--- config.mk ---
export PLATFORM = sky130hd
export DESIGN_NAME = gmps_step
export DESIGN_NICKNAME = d
export VERILOG_FILES = /design/src/hdl/gmps_pkg.sv /design/src/hdl/gmps_step.sv
export SDC_FILE = /design/constraint.sdc
export NUM_CORES = 1
export LEC_CHECK = 0
export ABC_AREA = 1
export BUFFER_PORTS_ARGS = -buffer_cell sky130_fd_sc_hd__buf_2
export CAP_MARGIN = 10
export CORE_ASPECT_RATIO = 0.8
export CORE_UTILIZATION = 39
export DETAILED_ROUTE_END_ITERATION = 6
export PLACE_DENSITY = 0.69
export SLEW_MARGIN = 20
export SYNTH_ARGS = -nofsm -noshare
export SYNTH_HDL_FRONTEND = slang
export SYNTH_SLANG_ARGS = --single-unit
export TNS_END_PERCENT = 5
--- constraint.sdc ---
create_clock -name vclk -period 6.6
set_clock_uncertainty 0.05 [all_clocks]
set_input_delay 0.66 -clock vclk [all_inputs]
set_output_delay 0.66 -clock vclk [all_outputs]
set_load 0.02 [all_outputs]
--- src/hdl/gmps_pkg.sv ---
// Shared types and constants for the grid minimum path sum block.
package gmps_pkg;

	localparam int CFG_W = 11;
	localparam int SUM_W = 32;

	typedef enum logic [0:0] {
		REG_GRID_ROWS = 1'b0,
		REG_GRID_COLS = 1'b1
	} cfg_reg_t;

	typedef struct packed {
		logic first_row;
		logic first_col;
	} step_ctl_t;

	localparam logic [SUM_W-1:0] SUM_LIMIT = {SUM_W{1'b1}};

endpackage

--- src/hdl/gmps_step.sv ---
// Per-cell update: pick the cheaper neighbour (the only one on an edge), add the cost, clamp the sum.
module gmps_step #(
	parameter int COST_WIDTH = 16
) (
	input  gmps_pkg::step_ctl_t          ctl,
	input  logic [gmps_pkg::SUM_W-1:0]   above,
	input  logic [gmps_pkg::SUM_W-1:0]   left,
	input  logic [COST_WIDTH-1:0]        cost,
	output logic [gmps_pkg::SUM_W-1:0]   sum,
	output logic                         sat
);
	import gmps_pkg::*;

	logic [SUM_W-1:0] prev;
	logic [SUM_W:0]   full;

	always_comb begin
		unique case ({ctl.first_row, ctl.first_col})
			2'b11: prev = '0;
			2'b10: prev = left;
			2'b01: prev = above;
			default: prev = (above < left) ? above : left;
		endcase
	end

	assign full = {1'b0, prev} + (SUM_W + 1)'(cost);
	assign sat  = full[SUM_W];
	assign sum  = sat ? SUM_LIMIT : full[SUM_W-1:0];

endmodule

Word level (Yosys, flattened, before mapping):

Index checks and enable logic that the tools add are counted.

* bits in writable memories: 0
* bits of input ports: 82
* memories: 0
* bits in registers: 0
* output and inout bits: 33
* logic and storage cells: 8
* bits in latches: 0
* ROM bits: 0

* bitwise gates (word level): 0
* muxes and demuxes: 3
* $lt $le $gt $ge: 1
* equality and inequality tests: 3
* add/subtract/negate cells: 1
* multiply operators: 0
* reduce and logical (&&, ||, !) cells: 0
* shift-type cells: 0
* div/mod/pow operators: 0

Operators by type and width (count)
* $pmux 32 s3: 1
* $mux 32: 2
* $add 32x16->33: 1
* $lt 32x32->1: 1
* $eq 2x2->1 const B: 2
* $eq 2x1->1 const B: 1

Longest topological paths before layout:

Gate-level depths: netlist of the first run.

* depth after elaboration: 5
* gate-level depth with buffers: 33

Worst setup path before layout of the first run:

No wires, ideal clock.

* path kind: in2out
* from: input left[29] (netlist bit)
* to: output sum[10] (netlist bit)
* slack: 1.420 ns
* buffers on the path: 4
* stages: 29
* arrival: 4.470 ns
* cells stage by stage: inv_1 ha_1 a21oi_1 nor2_1 nor2_1 nand3_1 a21oi_4 nand2_4 inv_2 buf_6 clkbuf_1 nand2_1 a21oi_1 ha_1 inv_1 fa_1 o21ai_2 a21oi_2 o21ai_2 a21boi_1 o21ai_2 nand2_1 o21bai_4 nand3_2 nor2_4 nand2_2 buf_6 buf_6 nand2_2

* longest elaborated chain between the ends: 5

RTL lines
* start, declared: RTL line gmps_step.sv:7 `input logic [gmps_pkg::SUM_W-1:0] left,`
* $lt 32x32->1: RTL line gmps_step.sv:22 `default: prev = (above < left) ? above : left;`
* $mux 32: RTL line gmps_step.sv:22
* $pmux 32 s3 (*): RTL line gmps_step.sv:18 `unique case ({ctl.first_row, ctl.first_col})`
* $add 32x16->33 (*): RTL line gmps_step.sv:26 `assign full = {1'b0, prev} + (SUM_W + 1)'(cost);`
* $mux 32 (*): RTL line gmps_step.sv:28 `assign sum = sat ? SUM_LIMIT : full[SUM_W-1:0];`
* end, declared: RTL line gmps_step.sv:9 `output logic [gmps_pkg::SUM_W-1:0] sum,`

Mark *: on every way between the ends. The rest lies on a longest branch, timed or not.

Final worst setup path of the first run:

* from: input left[21] (netlist bit)
* to: output sum[28] (netlist bit)

Same word-level chain as after synthesis.

==> results of run 1 <==
metrics by stage:
stage / utilization (%) / total power, W / std cells / worst slack (ps) / cell area, um^2
after floorplan: - / 0.000306 / 551 / 1420 / 3180
after global placement: 48.2 / 0.000428 / 758 / 730 / 3810
after detailed placement: 48.2 / 0.000434 / 758 / 615 / 3810
after CTS: 48.2 / 0.000436 / 758 / 605 / 3810
after global routing: 48.2 / 0.000486 / 758 / 72.0 / 3810
final: 48.2 / 0.000437 / 758 / 601 / 3810
metal layers:
metal / vias up / global-route usage, % / routed length [um]
met5: - / 0 / 0
met4: 0 / 1.41 / 51
met3: 4 / 1.09 / 652
met2: 149 / 41.1 / 4730
met1: 1823 / 34.3 / 4910
li1: 2060 / - / -
cells in the mapped netlist, drive strengths merged (3+ instances only):
| master | number | area [um^2] |
|---|---|---|
| ha | 47 | 588 |
| nand4 | 8 | 50.1 |
| xor2 | 11 | 96.3 |
| nand2 | 136 | 571 |
| o21ai | 22 | 121 |
| o21bai | 3 | 33.8 |
| a21oi | 63 | 330 |
| nor3 | 3 | 15.0 |
| inv | 89 | 334 |
| clkbuf | 6 | 22.5 |
| nor2 | 50 | 238 |
| a221oi | 29 | 254 |
| buf | 16 | 109 |
| nand3 | 54 | 295 |
| nand3b | 4 | 30.0 |
path summary, 6_finish.rpt:
path / cells past startpoint / slack, ps / to
min: 5 / 1760 / sum[0]
max: 27 / 600 / sum[28]
cells by family (layout without fill, tap and decap cells):
family | after synthesis | after routing
xor gates and xnor gates | 13 | 13
buffers and inverters | 111 | 210
AOI/OAI and AO/OA | 123 | 123
and+or+nand+nor | 256 | 256
adders and majority gates | 48 | 48
final cells by class:
class                      instances  area, um^2  share of cell area [%]
tap                              108         135                    3.55
multi-input combinational        440        2720                    71.4
inverter                          89         334                    8.77
timing repair buffer             121         621                    16.3
power groups by stage:
| stage | Clock [W] | Sequential [W] | Combinational (W) |
|---|---|---|---|
| finish | 0 | 0 | 0.000437 |
| global route | 0 | 0 | 0.000486 |
| CTS | 0 | 0 | 0.000436 |
| detailed placement | 0 | 0 | 0.000434 |
| global placement | 0 | 0 | 0.000428 |
| floorplan | 0 | 0 | 0.000306 |
worst min-delay path, cell delays in order:
cell     delay (ps)
buf_2           100
ha_1            130
inv_1            50
nand2_1          60
buf_2           150
==> impl_summary.md, run 1 <==
Run status
The flow ran to the end, and the final reports show no timing, DRC or antenna violations.

Global route
The sum of overflow across all layers after global routing is 0. The via count of the first global-routing pass is 3,433. Across every metal layer, demand over resource in global routing totals 23.9%.

The initial antenna violation count came to 0. The maximum number of pins on one net before global-route repair is 30. The wire length of the first global-routing pass is 16,200 um.

Worst setup path
The highest cell delay on the worst timing path is 410 ps. Data on the critical path arrives at its endpoint at 5290 ps. The required time reported for the critical path endpoint is 5890 ps.

The cell family contributing the most delay on the critical path is compound AO/OA/AOI/OAI gates. The most frequent cell on the critical path is o21ai_2. The kind of launch point of the worst setup path is an input pin.

The count of buffering cells on the critical path with inverters included is 5. The maximum net fanout on the critical path is 29. The endpoint type of the worst setup path is a primary output. The worst setup path is of the input pin to primary output kind. Tracing the worst setup path back leads to its startpoint at left[21]. For this design, the slowest cell found on the critical path is fa_1.

STA
The transition at the pin with the smallest max-transition slack is 651 ps. The hold slack is between 1500 and 2000 ps. Setup repair after global routing left no endpoint under its margin. Of the available clock period, the critical path in the final layout requires approximately 91%.

Headroom to the max-slew limit came out at a little under three fifths. The final count of hold timing violations came to 0. Derived from the worst setup path, the maximum achievable clock frequency is between 0.15 and 0.2 GHz. The max-slew violation count is 0. The worst path in the final design needs a cycle of 6000 ps, including I/O delays and setup. Setup violations remaining at the end of the flow were counted as 0.

The final total negative setup slack is 0 ps.

Cells and area
The design has 0 sequential cells. In the finished layout, the clock tree contains a buffer count of 0. The layout filler cell count is between 800 and 900.

The sequential cell area in the final layout is 0 um^2. The number of nets in the final layout is 782. The share of final-layout standard cells stronger than drive strength 1 is 26.5%. The commonest non-fill, non-tap cell in the layout is buf_2. Relative to the synthesized area, the layout overhead comes to 19.8%. 0 antenna diodes ended up in the layout.

Leaving out fill and tap cells, the most frequent cells in the layout are buf_2 (115), nand2_1 (114), inv_1 (88).

Power
Combinational cells account for 100.0% of the total power. Cell internal power was estimated by the tool at between 0.00015 and 0.0002 W. The leakage power total is 2.17 nW. The share of total power dissipated in sequential elements is 0%. Across the VDD grid, the largest voltage drop is 0.0000518 V. The power per cell area is 115 mW/mm^2. The clock network power share is 0%. The switching part of the total is 63.5%. The total net switching power is roughly 0.00028 W.

Die
The die covers 0.00853 mm^2. The initial utilization of the core area, before any placement, comes to 40.2%. Row generation in the floorplan step produced 29 rows. The width of the die is 103 um. The vertical die dimension is 82.8 um.

The count of pins on the block boundary is 115. After floorplanning, the core was sized to cover 0.00791 mm^2.

Synthesis
Yosys printed 0 warnings. The synthesized net count is 681. In the synthesized netlist, the number of instances is 551. The fraction of the mapped netlist area in compound gates is approximately a quarter. The mean post-synth cell area is 5.77 um^2. The mapped netlist covers ~0.0032 mm^2.

The simple-gate share of the synthesized area is 37.9%. The synthesized netlist devotes 19.1% of its cell area to adder and majority cells. The xor/xnor cell area share of the yosys netlist is 3.58%. Sequential cells were found to cover 0% of the synthesized design area. The unique cell type count in the Yosys netlist is 38. After synthesis, the largest family of logic cells by area is simple AND/OR/NAND/NOR gates.

The mux cell area share after synthesis is 0%.

Routing
The count of nets left with antenna violations after detail routing is 0. The detailed-router iteration count before antenna repair is 7. The number of DRC markers in iteration 0 is 432. In the routed layout, each cell is associated on average with a via count of between 5 and 6. The final layout contains routed wiring with a total length of 10,300 um.

The post-detailed-route DRC marker count is 0. The routed length per placed instance is 13.6 um. The via count of the routed design is 4,036.

Clock tree
The count of hold-fix buffers inserted at cts is 0. The post-cts gate resize count is 0. After clock tree synthesis, the setup repair step added 0 buffers.

Placed design
Buffers placed on the I/O ports in this run total 115. The congestion estimate from routability-driven global placement came to ~0.96. Detailed placement finished with a half-perimeter wire length of 8810 um.

Worst hold path
The launch point of the worst hold path is cost[0]. The worst hold-check path type is input pin to primary output.

Flow run
The number of max-cap violations is 0.
Note: power is estimated with default switching activity, not from simulation.
==> run 2: changes to the inputs <==
--- a/config.mk
+++ b/config.mk
@@ -5,13 +5,12 @@
 export SDC_FILE = /design/constraint.sdc
 export NUM_CORES = 1
 export LEC_CHECK = 0
-export ABC_AREA = 1
 export BUFFER_PORTS_ARGS = -buffer_cell sky130_fd_sc_hd__buf_2
 export CAP_MARGIN = 10
 export CORE_ASPECT_RATIO = 0.8
 export CORE_UTILIZATION = 39
 export DETAILED_ROUTE_END_ITERATION = 6
-export PLACE_DENSITY = 0.69
+export PLACE_DENSITY = 0.73
 export SLEW_MARGIN = 20
 export SYNTH_ARGS = -nofsm -noshare
 export SYNTH_HDL_FRONTEND = slang
==> impl_summary.md, run 2 <==
Run status
Outcome: complete, no violations (unchanged).

STA
The worst setup slack after layout is 382 ps (was 601 ps). The final clock period utilization by the worst path was 94.2% (was 90.9%). The final total negative setup slack is 0 ps (unchanged). The final-report setup violation count came to 0 (unchanged).

The headroom to the max-slew limit is 57.0% (was 56.6%). The max-slew violation count is 0 (unchanged). Unrepaired setup endpoints after global routing: false (unchanged). The highest attainable clock frequency is 0.161 GHz (was 0.167 GHz). The transition at the pin with the smallest max-transition slack is 645 ps (was 651 ps).

The hold slack is 1720 ps (was 1760 ps). The final count of hold timing violations is 0 (unchanged). The final period demand of the worst path was 6220 ps (was 6000 ps).

Die
The core area came to 0.00597 mm^2 (was 0.00791 mm^2). The count of pins on the block boundary is 115 (unchanged). The die area came to 0.00657 mm^2 (was 0.00853 mm^2). The vertical die dimension was 72.7 um (was 82.8 um).

The initial cell density of the core is 40.8% (was 40.2%). The width of the die is 90.4 um (was 103 um). The row count came to 25 (was 29).

Worst setup path
The count of cell instances traversed by the critical path is 21 (was 27). The kind of launch point of the worst setup path is an input pin (unchanged). The maximum net fanout on the critical path was 20 (was 29). The endpoint type of the worst setup path is a primary output (unchanged). The top cell family by delay on the critical path was compound AO/OA/AOI/OAI gates (unchanged). The startpoint-to-endpoint class of the critical path is input pin to primary output (unchanged). The critical path's slowest cell is a21oi_1 (was fa_1). Walking the worst path, the cells encountered are buf_2, inv_1, ha_1, nand4_1, nor4_1, a22oi_1, a21oi_1, nor3_4, buf_4, a22o_1, ha_1, a21o_1, a21o_1, a221o_1, a21oi_1, o21ai_0, o2bb2a_1, nand3_1, nor4_1, o21ai_0, buf_2. The count of buffering cells on the critical path with inverters included came to 4 (was 5). The highest cell delay on the worst timing path was 450 ps (was 410 ps). The worst path arrival time is 5510 ps (was 5290 ps). The capture point of the worst path is sum[29] (was sum[28]). The launch point of the worst path is left[31] (was left[21]). The required time reported for the critical path endpoint is 5890 ps (about the same).

Routing
The via count of the routed design is 2,985 (was 4,036). The met2 layer wire length in the routed design is 3500 um (was 4730 um). The number of DRC markers in iteration 0 is 165 (was 432). The wire length on met3 came to 382 um (was 652 um).

The post-detailed-route DRC marker count was 0 (unchanged). The count of nets left with antenna violations after detail routing was 0 (unchanged). The top routing layer in use is met4 (unchanged). The aggregate routed wire length was 7530 um (was 10,300 um). The detailed-router iteration count before antenna repair is 7 (unchanged). The via-per-instance ratio is 5.54 (was 5.32). The routed length per placed instance is 14.0 um (was 13.6 um).

The sum of routed wire segments on met1 was 3610 um (was 4910 um).

Power
The peak supply drop is 0.0000424 V (was 0.0000518 V). The leakage power total is 1.70 nW (was 2.17 nW). The power per cell area is 109 mW/mm^2 (was 115 mW/mm^2).

The post-route total power is 0.000340 W (was 0.000437 W).

Synthesis
The sequential-to-total area share from yosys stat was 0% (unchanged). The library cell with the highest instance count after synthesis is ha_1 (was nand2_1). The unique cell type count in the Yosys netlist is 55 (was 38). Synth top area cells: ha_1 (24%), a22o_1 (7.5%), inv_1 (6.6%), a21oi_1 (5.1%), o21ai_0 (4.9%) (was ha_1 (18%), nand2_1 (13%), inv_1 (10%), a21oi_1 (9.6%), a221oi_1 (8.0%)). The library cell occupying the most area in the post-synthesis netlist is ha_1 (unchanged). The mean post-synth cell area is 6.98 um^2 (was 5.77 um^2). The synthesis warning total is 0 (unchanged). The number of cells produced by synthesis is 349 (was 551).

The area fraction of the dominant cell type after synthesis is 24.1% (was 18.5%). The synthesized net count came to 479 (was 681). The combined area of all synthesized cells is 0.00244 mm^2 (was 0.00318 mm^2). Commonest cells in the synthesized netlist: ha_1 (47), inv_1 (43), nand2_1 (32) (was nand2_1 (114), inv_1 (88), a21oi_1 (61)).

Cells and area
The share of final-layout standard cells stronger than drive strength 1 came to 30.6% (was 26.5%). The number of nets in the final layout came to 590 (was 782). The clock buffer count in the final layout is 0 (unchanged).

The number of diodes came to 0 (unchanged). The final cell utilization of the core is 52.0% (was 48.2%). The sequential cell area in the final layout came to 0 um^2 (unchanged).

The sequential cell count of the final layout was 0 (unchanged). The commonest non-fill, non-tap cell in the layout was buf_2 (unchanged). The layout filler cell count is 623 (was 885). Leading cell types in the layout, fill and taps excluded: buf_2 (115), ha_1 (47), inv_1 (43) (was buf_2 (115), nand2_1 (114), inv_1 (88)). The layout overhead on the synthesized area is 27.5% (was 19.8%).

Flow run
The number of max-cap violations was 0 (unchanged).

Placed design
The count of port buffers added during placement is 115 (unchanged). The placed wire-length estimate came to 6580 um (was 8810 um). The post-place setup slack is 251 ps (was 615 ps). The last weighted congestion value of the routability-driven placer is 0.918 (was 0.955).

Global route
The maximum number of pins on one net before global-route repair is 24 (was 30). The global-route usage over all layers came to 22.0% (was 23.9%). The via count of the first global-routing pass is 2,683 (was 3,433).

The wire length of the first global-routing pass is 12,200 um (was 16,200 um). The sum of overflow across all layers after global routing is 0 (unchanged). The initial antenna violation count is 0 (unchanged).

Clock tree
The count of hold-fix buffers inserted at cts is 0 (unchanged). The number of setup buffers added after CTS is 0 (unchanged).

Worst hold path
The worst hold-check path type was input pin to primary output (unchanged).
## run 2: cell count changes in the layout (fill, tap and decap cells not counted), moves of 10 or more
| cell | before | now |
|---|---|---|
| nand2_1 | 114 | 32 |
| inv_1 | 88 | 43 |
| nand3_1 | 49 | 11 |
| a21oi_1 | 61 | 25 |
| nor2_1 | 36 | 7 |
| a221oi_1 | 29 | 1 |
| a22o_1 | 0 | 21 |
| nand2_2 | 21 | 9 |
| nor2_2 | 10 | 0 |
| o21a_1 | 1 | 11 |
| o21ai_0 | 14 | 24 |
## run 2: kinds of logic (layout without fill, tap and decap cells)
| group | Yosys count | in the layout | synth area share (%) |
|---|---|---|---|
| simple gates | 105 | 105 | 23.3 |
| buf+inv | 55 | 164 | 9.34 |
| mux | 2 | 2 | 0.821 |
| compound gates | 121 | 121 | 35.1 |
| xor+xnor | 18 | 18 | 6.47 |
| fa+ha+maj | 48 | 48 | 24.9 |
## run 2: final cells by class
class	count	area, um^2	area share [%]
Inverter	44	165	5.32
Multi-Input combinational cell	294	2230	71.7
Tap cell	81	101	3.26
Timing Repair Buffer	120	613	19.7
## run 2: metal layers
layer,vias to the layer above,track usage [%]
met3,4,1.56
li1,1515,-
met2,88,39.0
met1,1378,30.7
met5,-,0
met4,0,1.61
## run 2: worst min-delay path, stage by stage
cell and delay [ps]:
buf_2 80, ha_1 120, nand2b_1 80, buf_2 160
## run 2: per-stage QoR
step,cell area (um^2),instances
after floorplan,2440,349
after global placement,3090,539
after detailed placement,3090,539
after CTS,3090,539
after global routing,3110,539
final,3110,539
## run 2: worst min path at each step
stage / start / to / cells past startpoint
2_1_floorplan: above[24] / sum[24] / 3
4_1_cts: cost[0] / sum[0] / 4
5_1_grt: cost[0] / sum[0] / 4
3_3_place_gp: cost[0] / sum[0] / 4
6_report: cost[0] / sum[0] / 4
3_5_place_dp: cost[0] / sum[0] / 4
## run 2: repair_timing
item	4_1_cts	5_1_grt
endpoints found under the setup margin	0	25
hold endpoints to repair	0	0
resized for setup	0	2
## run 2: report_power, final
part           leakage (nW)  internal (W)  switching [W]
Clock                     0             0              0
Sequential                0             0              0
Combinational          1.70      0.000140       0.000200
==> run 3: changes to the inputs <==
--- a/config.mk
+++ b/config.mk
@@ -7,10 +7,12 @@
 export LEC_CHECK = 0
 export BUFFER_PORTS_ARGS = -buffer_cell sky130_fd_sc_hd__buf_2
 export CAP_MARGIN = 10
+export CELL_PAD_IN_SITES_DETAIL_PLACEMENT = 1
+export CELL_PAD_IN_SITES_GLOBAL_PLACEMENT = 2
 export CORE_ASPECT_RATIO = 0.8
-export CORE_UTILIZATION = 39
+export CORE_UTILIZATION = 25
 export DETAILED_ROUTE_END_ITERATION = 6
-export PLACE_DENSITY = 0.73
+export PLACE_DENSITY = 0.87
 export SLEW_MARGIN = 20
 export SYNTH_ARGS = -nofsm -noshare
 export SYNTH_HDL_FRONTEND = slang
==> impl_summary.md, run 3 (synthesized netlist as in run 2, its figures left out) <==
Run status
Outcome: complete, no violations (unchanged).

Worst setup path
The kind of launch point of the worst setup path is an input pin (unchanged). The startpoint-to-endpoint class of the critical path is input pin to primary output (unchanged). The required time reported for the critical path endpoint is 5890 ps (about the same). The maximum net fanout on the critical path was 14 (was 20).

The worst path arrival time was 5520 ps (was 5510 ps). The endpoint type of the worst setup path is a primary output (unchanged).

Global route
The initial antenna violation count is 1 (was 0). The global-route usage over all layers is 18.3% (was 22.0%). The maximum number of pins on one net before global-route repair was 25 (was 24). The via count of the first global-routing pass is 3,090 (was 2,683). The wire length of the first global-routing pass is 15,300 um (was 12,200 um). The sum of overflow across all layers after global routing was 0 (unchanged).

STA
The headroom to the max-slew limit was 58.3% (was 57.0%). The max-slew violation count was 0 (unchanged). The final period demand of the worst path is 6230 ps (was 6220 ps). The final clock period utilization by the worst path is 94.3% (was 94.2%). The final count of hold timing violations came to 0 (unchanged). The highest attainable clock frequency is 0.161 GHz (about the same).

The hold slack was 1720 ps (about the same). The transition at the pin with the smallest max-transition slack was 625 ps (was 645 ps). The final total negative setup slack is 0 ps (unchanged). The final-report setup violation count is 0 (unchanged).

Power
The leakage power total came to 1.70 nW (about the same). The peak supply drop was 0.0000397 V (was 0.0000424 V). The power per cell area is 112 mW/mm^2 (was 109 mW/mm^2). The post-route total power is 0.000356 W (was 0.000340 W).

Placed design
The number of instances in the placed design is 574 (was 539). The last weighted congestion value of the routability-driven placer is 0.851 (was 0.918). The count of port buffers added during placement is 115 (unchanged). The placed wire-length estimate is 8420 um (was 6580 um).

Clock tree
The post-cts gate resize count is 0 (unchanged). The number of setup buffers added after CTS was 0 (unchanged). The count of hold-fix buffers inserted at cts is 0 (unchanged).

Die
The vertical die dimension is 90.3 um (was 72.7 um). The width of the die was 112 um (was 90.4 um). The row count is 31 (was 25). The initial cell density of the core is 26.3% (was 40.8%). The die area came to 0.0102 mm^2 (was 0.00657 mm^2). The core area is 0.00927 mm^2 (was 0.00597 mm^2).

The count of pins on the block boundary came to 115 (unchanged).

Cells and area
The area taken by multi-input logic gates is 0.00225 mm^2 (was 0.00223 mm^2). The sequential cell count of the final layout is 0 (unchanged). The clock buffer count in the final layout is 0 (unchanged). Leading cell types in the layout, fill and taps excluded: buf_2 (115), ha_1 (47), inv_1 (43) (unchanged). The layout filler cell count was 1,215 (was 623).

The layout overhead on the synthesized area is 30.6% (was 27.5%). The number of standard cells in the final layout excluding fillers is 575 (was 539). The sequential cell area in the final layout is 0 um^2 (unchanged). The share of final-layout standard cells stronger than drive strength 1 is 32.0% (was 30.6%). The number of nets in the final layout is 591 (was 590). The commonest non-fill, non-tap cell in the layout was buf_2 (unchanged).

Routing
The detailed-router iteration count before antenna repair is 4 (was 7). The aggregate routed wire length is 9550 um (was 7530 um). The via-per-instance ratio is 5.23 (was 5.54).

The number of DRC markers in iteration 0 is 158 (was 165). The post-detailed-route DRC marker count is 0 (unchanged). The count of nets left with antenna violations after detail routing is 0 (unchanged).

The routed length per placed instance was 16.6 um (was 14.0 um). The via count of the routed design is 3,005 (was 2,985).

Worst hold path
The hold path endpoint is sum[0] (unchanged). The worst hold-check path type is input pin to primary output (unchanged). The instance count along the most critical hold path is 4 (unchanged). The launch point of the worst hold path is cost[0] (unchanged).

Flow run
The number of max-cap violations came to 0 (unchanged).
[run 3: per-layer routing]
layer,GRT usage [%],wire length [um]
met1,25.1,4560
met2,32.0,4470
met3,0.940,372
met4,2.78,152
met5,0,0
[run 3: area by class of cell]
class	count	share of cell area, %
Timing Repair Buffer	121	19.5
Inverter	44	5.19
Antenna cell	1	0.0786
Multi-Input combinational cell	294	70.7
Tap cell	115	4.52
[run 3: worst max-delay path by stage]
stage | slack (ps) | endpoint | from | cells past startpoint
final | 370 | sum[29] | left[13] | 21
after global routing | -10 | sum[29] | left[29] | 21
after CTS | 230 | sum[29] | left[13] | 21
after detailed placement | 240 | sum[29] | left[13] | 21
after global placement | 390 | sum[29] | above[13] | 20
after floorplan | 370 | sum[30] | left[31] | 24
[run 3: worst max-delay path, stage by stage]
cell and delay, ps:
buf_2 100, inv_1 40, ha_1 300, a21o_1 190, a21oi_1 140, o221ai_1 200
o31a_4 440, or2_2 420, buf_4 230, a22o_1 190, ha_1 340, a21o_1 200
a21o_1 170, a221o_1 350, a21oi_1 290, o21ai_2 140, o2bb2a_1 380, nand3_1 250
nor4_1 90, o21ai_0 200, buf_2 210
[run 3: stage by stage]
step	worst slack (ps)	utilization, %	instance area, um^2
global placement	391	33.9	3140
CTS	226	33.9	3140
global route	-14.2	34.3	3180
detailed placement	238	33.9	3140
floorplan	367	-	2440
finish	375	34.3	3180
[run 3: where the power goes]
group | switching (W) | total (W) | internal, W
sequential | 0 | 0 | 0
combinational | 0.000214 | 0.000356 | 0.000142
clock | 0 | 0.0000000000202 | 0.0000000000202
